### config.mk
export PLATFORM = sky130hd
export DESIGN_NAME = imu_frame_parser_scaler_unit
export DESIGN_NICKNAME = d
export VERILOG_FILES = /design/src/hdl/imufps_pkg.sv /design/src/hdl/imu_frame_parser_scaler_unit.sv
export VERILOG_INCLUDE_DIRS = /design/src /design/src/hdl
export SDC_FILE = /design/constraint.sdc
export NUM_CORES = 1
export LEC_CHECK = 0
export BUFFER_PORTS_ARGS = -buffer_cell sky130_fd_sc_hd__clkbuf_2
export CORE_ASPECT_RATIO = 2
export CORE_MARGIN = 5
export CORE_UTILIZATION = 30
export CTS_CLUSTER_SIZE = 8
export DETAILED_ROUTE_END_ITERATION = 16
export GPL_TIMING_DRIVEN = 0
export PLACE_DENSITY = 0.56
export RECOVER_POWER = 100
export REMOVE_ABC_BUFFERS = 1
export SLEW_MARGIN = 20
export SYNTH_ARGS = -nofsm -noshare
export SYNTH_HDL_FRONTEND = slang
export SYNTH_SLANG_ARGS = --single-unit
export TNS_END_PERCENT = 5
### constraint.sdc
create_clock -name clk -period 15.5 [get_ports clk]
set_input_delay 0 -clock clk [delete_from_list [all_inputs] [get_ports clk]]
set_output_delay 0 -clock clk [all_outputs]
set_load 0.02 [all_outputs]
### src/hdl/imu_frame_parser_scaler_unit_macros.svh
`ifndef IMU_FRAME_PARSER_SCALER_UNIT_MACROS_SVH
`define IMU_FRAME_PARSER_SCALER_UNIT_MACROS_SVH

// implication checked in the same cycle
`ifndef SYNTH
`define IMUFPS_ASSERT_SAME(label, clk, rst_n, ante, cons) \
    label: assert property (@(posedge clk) disable iff (!rst_n) (ante) |-> (cons)) \
        else $error("imufps check failed");
`else
`define IMUFPS_ASSERT_SAME(label, clk, rst_n, ante, cons)
`endif

// implication checked in the next cycle
`ifndef SYNTH
`define IMUFPS_ASSERT_NEXT(label, clk, rst_n, ante, cons) \
    label: assert property (@(posedge clk) disable iff (!rst_n) (ante) |=> (cons)) \
        else $error("imufps check failed");
`else
`define IMUFPS_ASSERT_NEXT(label, clk, rst_n, ante, cons)
`endif

`endif

### src/hdl/imufps_pkg.sv
package imufps_pkg;

    localparam logic [7:0] HDR_BYTE = 8'h55;
    localparam logic [7:0] TYPE_LO  = 8'h50;
    localparam logic [7:0] TYPE_HI  = 8'h5A;

    localparam int unsigned PAYLOAD_BYTES = 8;
    localparam int unsigned IDX_W         = $clog2(PAYLOAD_BYTES);
    localparam int unsigned FACTOR_W      = 17;

    localparam logic [3:0] KIND_ACCEL = 4'd1;
    localparam logic [3:0] KIND_RATE  = 4'd2;
    localparam logic [3:0] KIND_ANGLE = 4'd3;
    localparam logic [3:0] KIND_MAG   = 4'd4;
    localparam logic [3:0] KIND_QUAT  = 4'd9;

    // raw * full_scale / 32768 expressed in Q16 units
    localparam logic [FACTOR_W-1:0] FACTOR_ACCEL = 17'd32;
    localparam logic [FACTOR_W-1:0] FACTOR_RATE  = 17'd4000;
    localparam logic [FACTOR_W-1:0] FACTOR_ANGLE = 17'd360;
    localparam logic [FACTOR_W-1:0] FACTOR_MAG   = 17'd65536;
    localparam logic [FACTOR_W-1:0] FACTOR_QUAT  = 17'd2;
    localparam logic [FACTOR_W-1:0] FACTOR_NONE  = 17'd0;

    typedef enum logic [1:0] {
        ST_HUNT,
        ST_KIND,
        ST_PAYLOAD,
        ST_CHECK
    } stage_t;

endpackage

### src/hdl/imu_frame_parser_scaler_unit.sv
// latency: a result is valid in the cycle after its checksum byte transfer
// throughput: one received byte per cycle; rx ready drops only while the
// checksum byte waits behind a result that has not yet been taken
// reset: rst_n clears frame stage, payload index, running sum, kind and the result valid;
// payload and result data registers are not reset
`include "imu_frame_parser_scaler_unit_macros.svh"

module imu_frame_parser_scaler_unit
    import imufps_pkg::*;
(
    input  logic               clk,
    input  logic               rst_n,
    input  logic               in_valid,
    output logic               in_ready,
    input  logic [7:0]         rx_byte,
    output logic               out_valid,
    input  logic               out_ready,
    output logic [3:0]         frame_kind,
    output logic [15:0]        raw_word0,
    output logic [15:0]        raw_word1,
    output logic [15:0]        raw_word2,
    output logic [15:0]        raw_word3,
    output logic signed [31:0] scaled0,
    output logic signed [31:0] scaled1,
    output logic signed [31:0] scaled2,
    output logic signed [31:0] scaled3
);

    stage_t             stage_reg, stage_next;
    logic [IDX_W-1:0]   idx_reg, idx_next;
    logic [7:0]         sum_reg, sum_next;
    logic [3:0]         kind_reg, kind_next;
    logic [7:0]         payload_reg [PAYLOAD_BYTES];

    logic               out_valid_reg, out_valid_next;
    logic [3:0]         kind_out_reg;
    logic [15:0]        raw_reg    [4];
    logic [31:0]        scaled_reg [4];

    logic               in_xfer;
    logic               type_ok;
    logic               store_en;
    logic               fire;

    logic [15:0]        word      [4];
    logic [FACTOR_W-1:0] factor012;
    logic [FACTOR_W-1:0] factor3;
    logic signed [33:0] prod      [4];

    assign in_xfer = in_valid && in_ready;
    assign in_ready = !(out_valid_reg && !out_ready && stage_reg == ST_CHECK);
    assign type_ok = (rx_byte >= TYPE_LO) && (rx_byte <= TYPE_HI);

    // next stage
    always_comb
    begin
        stage_next = stage_reg;
        idx_next   = idx_reg;
        if (in_xfer)
        begin
            case (stage_reg)
                ST_HUNT:
                begin
                    stage_next = (rx_byte == HDR_BYTE) ? ST_KIND : ST_HUNT;
                end
                ST_KIND:
                begin
                    stage_next = type_ok ? ST_PAYLOAD : ST_HUNT;
                    idx_next   = '0;
                end
                ST_PAYLOAD:
                begin
                    idx_next = idx_reg + 1'b1;
                    if (idx_reg == IDX_W'(PAYLOAD_BYTES - 1))
                    begin
                        stage_next = ST_CHECK;
                    end
                end
                ST_CHECK:
                begin
                    stage_next = ST_HUNT;
                end
                default:
                begin
                    stage_next = ST_HUNT;
                end
            endcase
        end
    end

    // stage outputs
    always_comb
    begin
        sum_next  = sum_reg;
        kind_next = kind_reg;
        store_en  = 1'b0;
        fire      = 1'b0;
        if (in_xfer)
        begin
            case (stage_reg)
                ST_HUNT:
                begin
                    sum_next = HDR_BYTE;
                end
                ST_KIND:
                begin
                    if (type_ok)
                    begin
                        sum_next  = sum_reg + rx_byte;
                        kind_next = 4'(rx_byte - TYPE_LO);
                    end
                end
                ST_PAYLOAD:
                begin
                    sum_next = sum_reg + rx_byte;
                    store_en = 1'b1;
                end
                ST_CHECK:
                begin
                    fire = (rx_byte == sum_reg);
                end
                default:
                begin
                    fire = 1'b0;
                end
            endcase
        end
    end

    always_comb
    begin
        factor012 = FACTOR_NONE;
        factor3   = FACTOR_NONE;
        case (kind_reg)
            KIND_ACCEL: factor012 = FACTOR_ACCEL;
            KIND_RATE:  factor012 = FACTOR_RATE;
            KIND_ANGLE: factor012 = FACTOR_ANGLE;
            KIND_MAG:   factor012 = FACTOR_MAG;
            KIND_QUAT:
            begin
                factor012 = FACTOR_QUAT;
                factor3   = FACTOR_QUAT;
            end
            default:    factor012 = FACTOR_NONE;
        endcase
    end

    always_comb
    begin
        for (int k = 0; k < 4; k++)
        begin
            word[k] = {payload_reg[2*k+1], payload_reg[2*k]};
        end
        for (int k = 0; k < 3; k++)
        begin
            prod[k] = 34'($signed(word[k])) * 34'($signed({1'b0, factor012}));
        end
        prod[3] = 34'($signed(word[3])) * 34'($signed({1'b0, factor3}));
    end

    assign out_valid_next = (out_valid_reg && !out_ready) || fire;

    always_ff @(posedge clk or negedge rst_n)
    begin
        if (!rst_n)
        begin
            stage_reg     <= ST_HUNT;
            idx_reg       <= '0;
            sum_reg       <= '0;
            kind_reg      <= '0;
            out_valid_reg <= 1'b0;
        end
        else
        begin
            stage_reg     <= stage_next;
            idx_reg       <= idx_next;
            sum_reg       <= sum_next;
            kind_reg      <= kind_next;
            out_valid_reg <= out_valid_next;
        end
    end

    always_ff @(posedge clk)
    begin
        if (store_en)
        begin
            payload_reg[idx_reg] <= rx_byte;
        end
    end

    always_ff @(posedge clk)
    begin
        if (fire)
        begin
            kind_out_reg <= kind_reg;
            for (int k = 0; k < 4; k++)
            begin
                raw_reg[k]    <= word[k];
                scaled_reg[k] <= prod[k][31:0];
            end
        end
    end

    assign out_valid  = out_valid_reg;
    assign frame_kind = kind_out_reg;
    assign raw_word0  = raw_reg[0];
    assign raw_word1  = raw_reg[1];
    assign raw_word2  = raw_reg[2];
    assign raw_word3  = raw_reg[3];
    assign scaled0    = scaled_reg[0];
    assign scaled1    = scaled_reg[1];
    assign scaled2    = scaled_reg[2];
    assign scaled3    = scaled_reg[3];

    `IMUFPS_ASSERT_SAME(a_stall_only_on_check, clk, rst_n, !in_ready,
        stage_reg == ST_CHECK && out_valid_reg && !out_ready)
    `IMUFPS_ASSERT_NEXT(a_check_returns_to_hunt, clk, rst_n,
        in_xfer && stage_reg == ST_CHECK, stage_reg == ST_HUNT)
    `IMUFPS_ASSERT_NEXT(a_result_from_check, clk, rst_n,
        !(in_xfer && stage_reg == ST_CHECK) && !(out_valid_reg && !out_ready), !out_valid_reg)
    `IMUFPS_ASSERT_SAME(a_word3_quat_only, clk, rst_n,
        out_valid_reg && scaled_reg[3] != 32'd0, kind_out_reg == KIND_QUAT)

endmodule
== Word level (Yosys, flattened, before mapping) ==
Memories as Yosys holds them, arrays and structs flattened.
Index checks and enable logic that the tools add are counted.
Widths: inputs -> output; s select.

* Bits of input ports: 12
* Memories kept: 3
* Logic and storage cells: 62
* Bits in writable memories: 256
* Register bits: 22
* Output and inout port bits: 198

* Multiply operators: 4
* Add/subtract/negate cells: 3
* Equality and inequality tests: 13
* $lt $le $gt $ge: 2
* Reductions and logical operators: 14
* Muxes and demuxes: 17

{| class="wikitable"
|+ Memory list
! memory !! words !! width !! read ports !! clocked after memory_dff !! wr ports !! RTL line !! RTL
|-
| scaled_reg || 4 || 32 || 4 || 0 || 4 || imu_frame_parser_scaler_unit.sv:38 || <nowiki>logic [31:0] scaled_reg [4];</nowiki>
|-
| payload_reg || 8 || 8 || 8 || 0 || 1 || imu_frame_parser_scaler_unit.sv:33 || <nowiki>logic [7:0] payload_reg [PAYLOAD_BYTES];</nowiki>
|-
| raw_reg || 4 || 16 || 4 || 0 || 4 || imu_frame_parser_scaler_unit.sv:37 || <nowiki>logic [15:0] raw_reg [4];</nowiki>
|}

{| class="wikitable"
|+ Operators by type and width
! operator !! number
|-
| $mul 16x18->32 || 3
|-
| $pmux 17 s5 || 1
|-
| $pmux 8 s3 || 1
|-
| $mul 16x3->19 || 1
|-
| $mux 1 || 9
|-
| $add 8x8->8 || 1
|-
| $eq 4x2->1 const B || 2
|-
| $eq 8x7->1 const B || 1
|-
| $eq 8x8->1 || 1
|-
| $ge 8x7->1 const B || 1
|-
| $le 8x7->1 const B || 1
|-
| $mux 8 || 1
|-
| $pmux 2 s4 || 1
|-
| $mux 2 || 3
|-
| $pmux 3 s2 || 1
|-
| $reduce_and 3->1 || 2
|-
| $eq 2x2->1 const B || 2
|-
| $eq 4x1->1 const B || 1
|-
| $eq 4x3->1 const B || 1
|-
| $eq 4x4->1 const B || 1
|-
| $logic_and 1x1->1 || 4
|-
| $ne 2x2->1 const B || 2
|-
| $reduce_and 2->1 || 2
|-
| $sub 4x1->4 const B || 1
|-
| other kinds (8) || 9
|}

== Depth between registers and ports, before layout ==
* Depth after elaboration: 8
* Mapped depth: 26
* Gate-level depth less buffers: 24

== Least setup slack after synthesis ==
Ideal clock, no wire load.

* Path kind: register -> register
* From: register stage_reg[0]
* To: register kind_out_reg[0] (netlist: frame_kind[0]), enable pin
* Arrival time: 13.115 ns
* Path slack: 1.450 ns
* Data required time: 14.565 ns
* Stages on the path, launching flop included: 5
* Period minus slack after synthesis: 14.050 ns
* Setup time: 0.935 ns
* Buffers on the path: 0
* Path through: dfrtp_1 ha_1 nand3_1 nand2_1 nor3_1

* Longest elaborated chain between the ends: 5
* Elaborated cells between the ends (all ways): 6
* Classes of those cells: eq/ne: 1; mux: 2; reduce/logical: 3

{| class="wikitable"
|+ Ends and longest elaborated chain
! item !! RTL line !! RTL
|-
| start, declared || imu_frame_parser_scaler_unit.sv:29 || <nowiki>stage_t stage_reg, stage_next;</nowiki>
|-
| start signal, assigned || imu_frame_parser_scaler_unit.sv:175 || <nowiki>stage_reg <= stage_next;</nowiki>
|-
| $eq 2x2->1 || imu_frame_parser_scaler_unit.sv:51 || <nowiki>assign in_ready = !(out_valid_reg && !out_ready && stage_reg == ST_CHECK);</nowiki>
|-
| $logic_and 1x1->1 || imu_frame_parser_scaler_unit.sv:51 ||
|-
| $logic_not 1->1 || imu_frame_parser_scaler_unit.sv:51 ||
|-
| via in_ready || imu_frame_parser_scaler_unit.sv:14 || <nowiki>output logic in_ready,</nowiki>
|-
| $logic_and 1x1->1 || imu_frame_parser_scaler_unit.sv:50 || <nowiki>assign in_xfer = in_valid && in_ready;</nowiki>
|-
| $mux 1 || imu_frame_parser_scaler_unit.sv:98 || <nowiki>if (in_xfer)</nowiki>
|-
| via fire || imu_frame_parser_scaler_unit.sv:43 || <nowiki>logic fire;</nowiki>
|-
| end signal, assigned || imu_frame_parser_scaler_unit.sv:195 || <nowiki>kind_out_reg <= kind_reg;</nowiki>
|-
| end, declared || imu_frame_parser_scaler_unit.sv:36 || <nowiki>logic [3:0] kind_out_reg;</nowiki>
|}

The timed path passes the listed nets, and every way through them passes these cells.
A chain may end at the register's enable or synchronous reset.

==> impl_metrics.env <==
export IMPL_leakagePower_nw=15.1
export IMPL_hpwl_um=59200
export IMPL_cts_buffers=39
export IMPL_cts_sinks=259
export IMPL_finalSetupViolCount=0
export IMPL_largest_reg_flops=109
export IMPL_multiInputGateArea_um2=16900
export IMPL_syn_area_um2=27000
export IMPL_min_path_type="input pin to flip-flop"
export IMPL_diodes=0
export IMPL_final_setup_tns_ns=0
export IMPL_fmax_mhz=97.2
export IMPL_ys_ff_latch=259
export IMPL_grt_overflow_total=0
export IMPL_ys_types=62
export IMPL_grt_util_all_layers_pct=15.2
export IMPL_grt_pass1_vias=20300
export IMPL_synth_top_family_by_area="adder cells"
export IMPL_max_clock_path_buffers=3
export IMPL_routabilityCongestion=0.856
export IMPL_ir_worst_vdd_uv=79.9
export IMPL_crit_arrival_ns=10.50
export IMPL_gr_usage_met3_pct=2.16
export IMPL_grt_use_met1_pct=14.4
export IMPL_drt_total_wl_um=72800
export IMPL_ctsResizeCount=0
export IMPL_htree_num_levels=2
export IMPL_cts_tree="yes"
export IMPL_critPathMaxFanout=32
export IMPL_ff_latch_area_um2=7690
export IMPL_wire_per_inst_um=18.7
export IMPL_cts_hold_buf=5
export IMPL_slew_limit_headroom_pct=5.52
export IMPL_drive_gt1_share_pct=3.20
export IMPL_vias=18100
export IMPL_p_per_area_nw_per_um2=83.5
export IMPL_synth_compound_area_share_pct=5.92
export IMPL_synthAdderAreaFrac_pct=43.3
export IMPL_worst_pin_slew_ns=1.42
export IMPL_ys_async_sr_fraction_pct=6.95
export IMPL_slew_violations=0
export IMPL_layout_nets=3452
export IMPL_synth_warnings=0
export IMPL_rsz0062_at_grt="no"
export IMPL_muxShareOfSynthArea_pct=0.125
export IMPL_cts_reportedPaths_clkPinSlew_ns=0.06
export IMPL_drc=0
export IMPL_portBuffers=205
export IMPL_via_per_inst=4.64
export IMPL_synth_edff_count=241
export IMPL_status="completed"
export IMPL_antenna_found_initial=1
export IMPL_cap_viol_max_count=0
export IMPL_syn2layout_area_growth_pct=12.2
export IMPL_min_period_ns=10.28
export IMPL_hold_viol=0
export IMPL_final_common_cell="inv_1"
export IMPL_coreArea_um2=89200
export IMPL_busiest_layer="met2"
export IMPL_dieWidth_um=222
export IMPL_syn_area_per_cell_um2=10.9
export IMPL_synthXorXnorAreaFrac_pct=2.86
export IMPL_ant_nets=0
export IMPL_netlist_instances=2483
export IMPL_fin_skew_ns=0.0358
export IMPL_met2_usage_pct=30.6
export IMPL_start_util_pct=30.3
export IMPL_ios=210
export IMPL_final_cell_mix="542 x inv_1, 428 x ha_1, 316 x fa_1, 256 x clkbuf_1, 241 x edfxtp_1"
export IMPL_drt_iter0_markers=480
export IMPL_grt_start_max_net_pins=64
export IMPL_synth_main_ff_cell="edfxtp_1"
export IMPL_crit_type="flip-flop to flip-flop"
export IMPL_die_h_um=434
export IMPL_synth_seq_area_share_pct=28.5
export IMPL_fillers=9264
export IMPL_fin_crit_sh_pct=66.3
export IMPL_startpoint_type="flip-flop"
export IMPL_num_rows=155
export IMPL_endpoint_kind="flip-flop"
export IMPL_clk_latency_ns=0.59
export IMPL_die_area_um2=96400
export IMPL_cts_setup_buffers=0
export IMPL_fin_util_pct=34.0
export IMPL_root_buffer="clkbuf_16"
export IMPL_yosys_area_share_simple_pct=10.4
export IMPL_grt_pass1_wl_um=113000
export IMPL_required_ns=15.72
export IMPL_drt_pass1_iterations=4
[stage by stage]
step | cell area (um2) | setup slack (ns) | hold slack (ns) | instances | power [W]
3_5_place_dp | 29600 | 7.00 | 0.0285 | 3827 | 0.00172
4_1_cts | 30800 | 6.99 | 0.00502 | 3900 | 0.00260
5_1_grt | 30300 | 4.86 | 0.220 | 3900 | 0.00273
2_1_floorplan | 26600 | 1.45 | -0.296 | 2404 | 0.00148
3_3_place_gp | 29100 | -5.53 | 0.0290 | 3786 | 0.00171
6_report | 30300 | 5.22 | 0.206 | 3900 | 0.00253
[layer usage]
metal / share of wire [%] / wire (um)
met1: 33 / 24200
met2: 56 / 41000
met3: 3.9 / 2820
met4: 6.6 / 4780
met5: 0 / 0
[worst max-delay path, stage by stage, from the launching register on]
cell       delay, ns
dfrtp_1         1.28
nand2_1         0.63
nor2_1          0.82
clkbuf_1        0.75
nand2_1         0.40
fa_1            0.58
fa_1            0.54
inv_1           0.05
fa_1            0.50
inv_1           0.06
fa_1            0.54
inv_1           0.05
fa_1            0.47
inv_1           0.05
fa_1            0.47
inv_1           0.04
ha_1            0.33
nor2_1          0.21
o21ai_0         0.25
nand4_1         0.15
o21ba_1         0.19
o2111ai_1       0.46
nand2_1         0.12
o311ai_0        0.96
[synthesized netlist by cell type, drive strengths merged (5+ instances only)]
| cell | number | area share [%] |
|---|---|---|
| a211oi | 6 | 0.17 |
| a21o | 35 | 0.97 |
| a21oi | 81 | 1.5 |
| a31oi | 8 | 0.19 |
| and2 | 142 | 3.3 |
| and3 | 66 | 1.5 |
| buf | 21 | 0.56 |
| clkbuf | 61 | 0.85 |
| dfrtp | 18 | 1.7 |
| edfxtp | 241 | 27 |
| fa | 316 | 23 |
| ha | 428 | 20 |
| inv | 542 | 7.5 |
| nand2 | 92 | 1.3 |
| nand2b | 21 | 0.49 |
| nand3 | 29 | 0.54 |
| nand4 | 9 | 0.21 |
| nor2 | 71 | 0.99 |
| nor2b | 20 | 0.46 |
| nor3 | 18 | 0.33 |
| nor4 | 6 | 0.14 |
| o211ai | 10 | 0.28 |
| o21a | 13 | 0.36 |
| o21ai | 48 | 0.92 |
| o21bai | 9 | 0.25 |
| o31ai | 5 | 0.14 |
| o41ai | 5 | 0.16 |
| or2 | 21 | 0.49 |
| xnor2 | 64 | 2.1 |
| xor2 | 24 | 0.78 |
[final cells by class]
class	count	share of cell area [%]
well taps	1177	4.86
repair buffers	251	3.50
flip-flops and latches	259	25.4
clock buffers	64	3.67
multi-input cells	1603	55.8
clock inverters	4	0.112
inverters	542	6.72
[cells by family after synthesis]
kind of cell,after synthesis
xor+xnor,88
mux,3
other cells,1
simple gates,516
flops,259
buf+inv,624
fa+ha+maj,744
compound gates,248
[power breakdown]
| part | total [W] | switching, W | internal [W] |
|---|---|---|---|
| logic | 0.000888 | 0.000524 | 0.000364 |
| registers | 0.000808 | 0.0000118 | 0.000797 |
| clock network | 0.000831 | 0.000345 | 0.000486 |
| total | 0.00253 | 0.000881 | 0.00165 |
[final timing paths]
check / startpoint / end / slack, ns / cells after the start
worst max-delay path: kind_reg[1] / scaled_reg[0][27] / 5.22 / 23
worst min-delay path: rx_byte[5] / payload_reg[1][5] / 0.21 / 1
worst max register to register: kind_reg[1] / scaled_reg[0][27] / 5.22 / 23
worst min register to register: payload_reg[7][1] / raw_reg[3][9] / 0.44 / 0
max in group asynchronous: rst_n / idx_reg[0] / 14.40 / 3
min in group asynchronous: rst_n / kind_reg[3] / 0.33 / 3
Note: power is estimated with default switching activity, not from simulation.
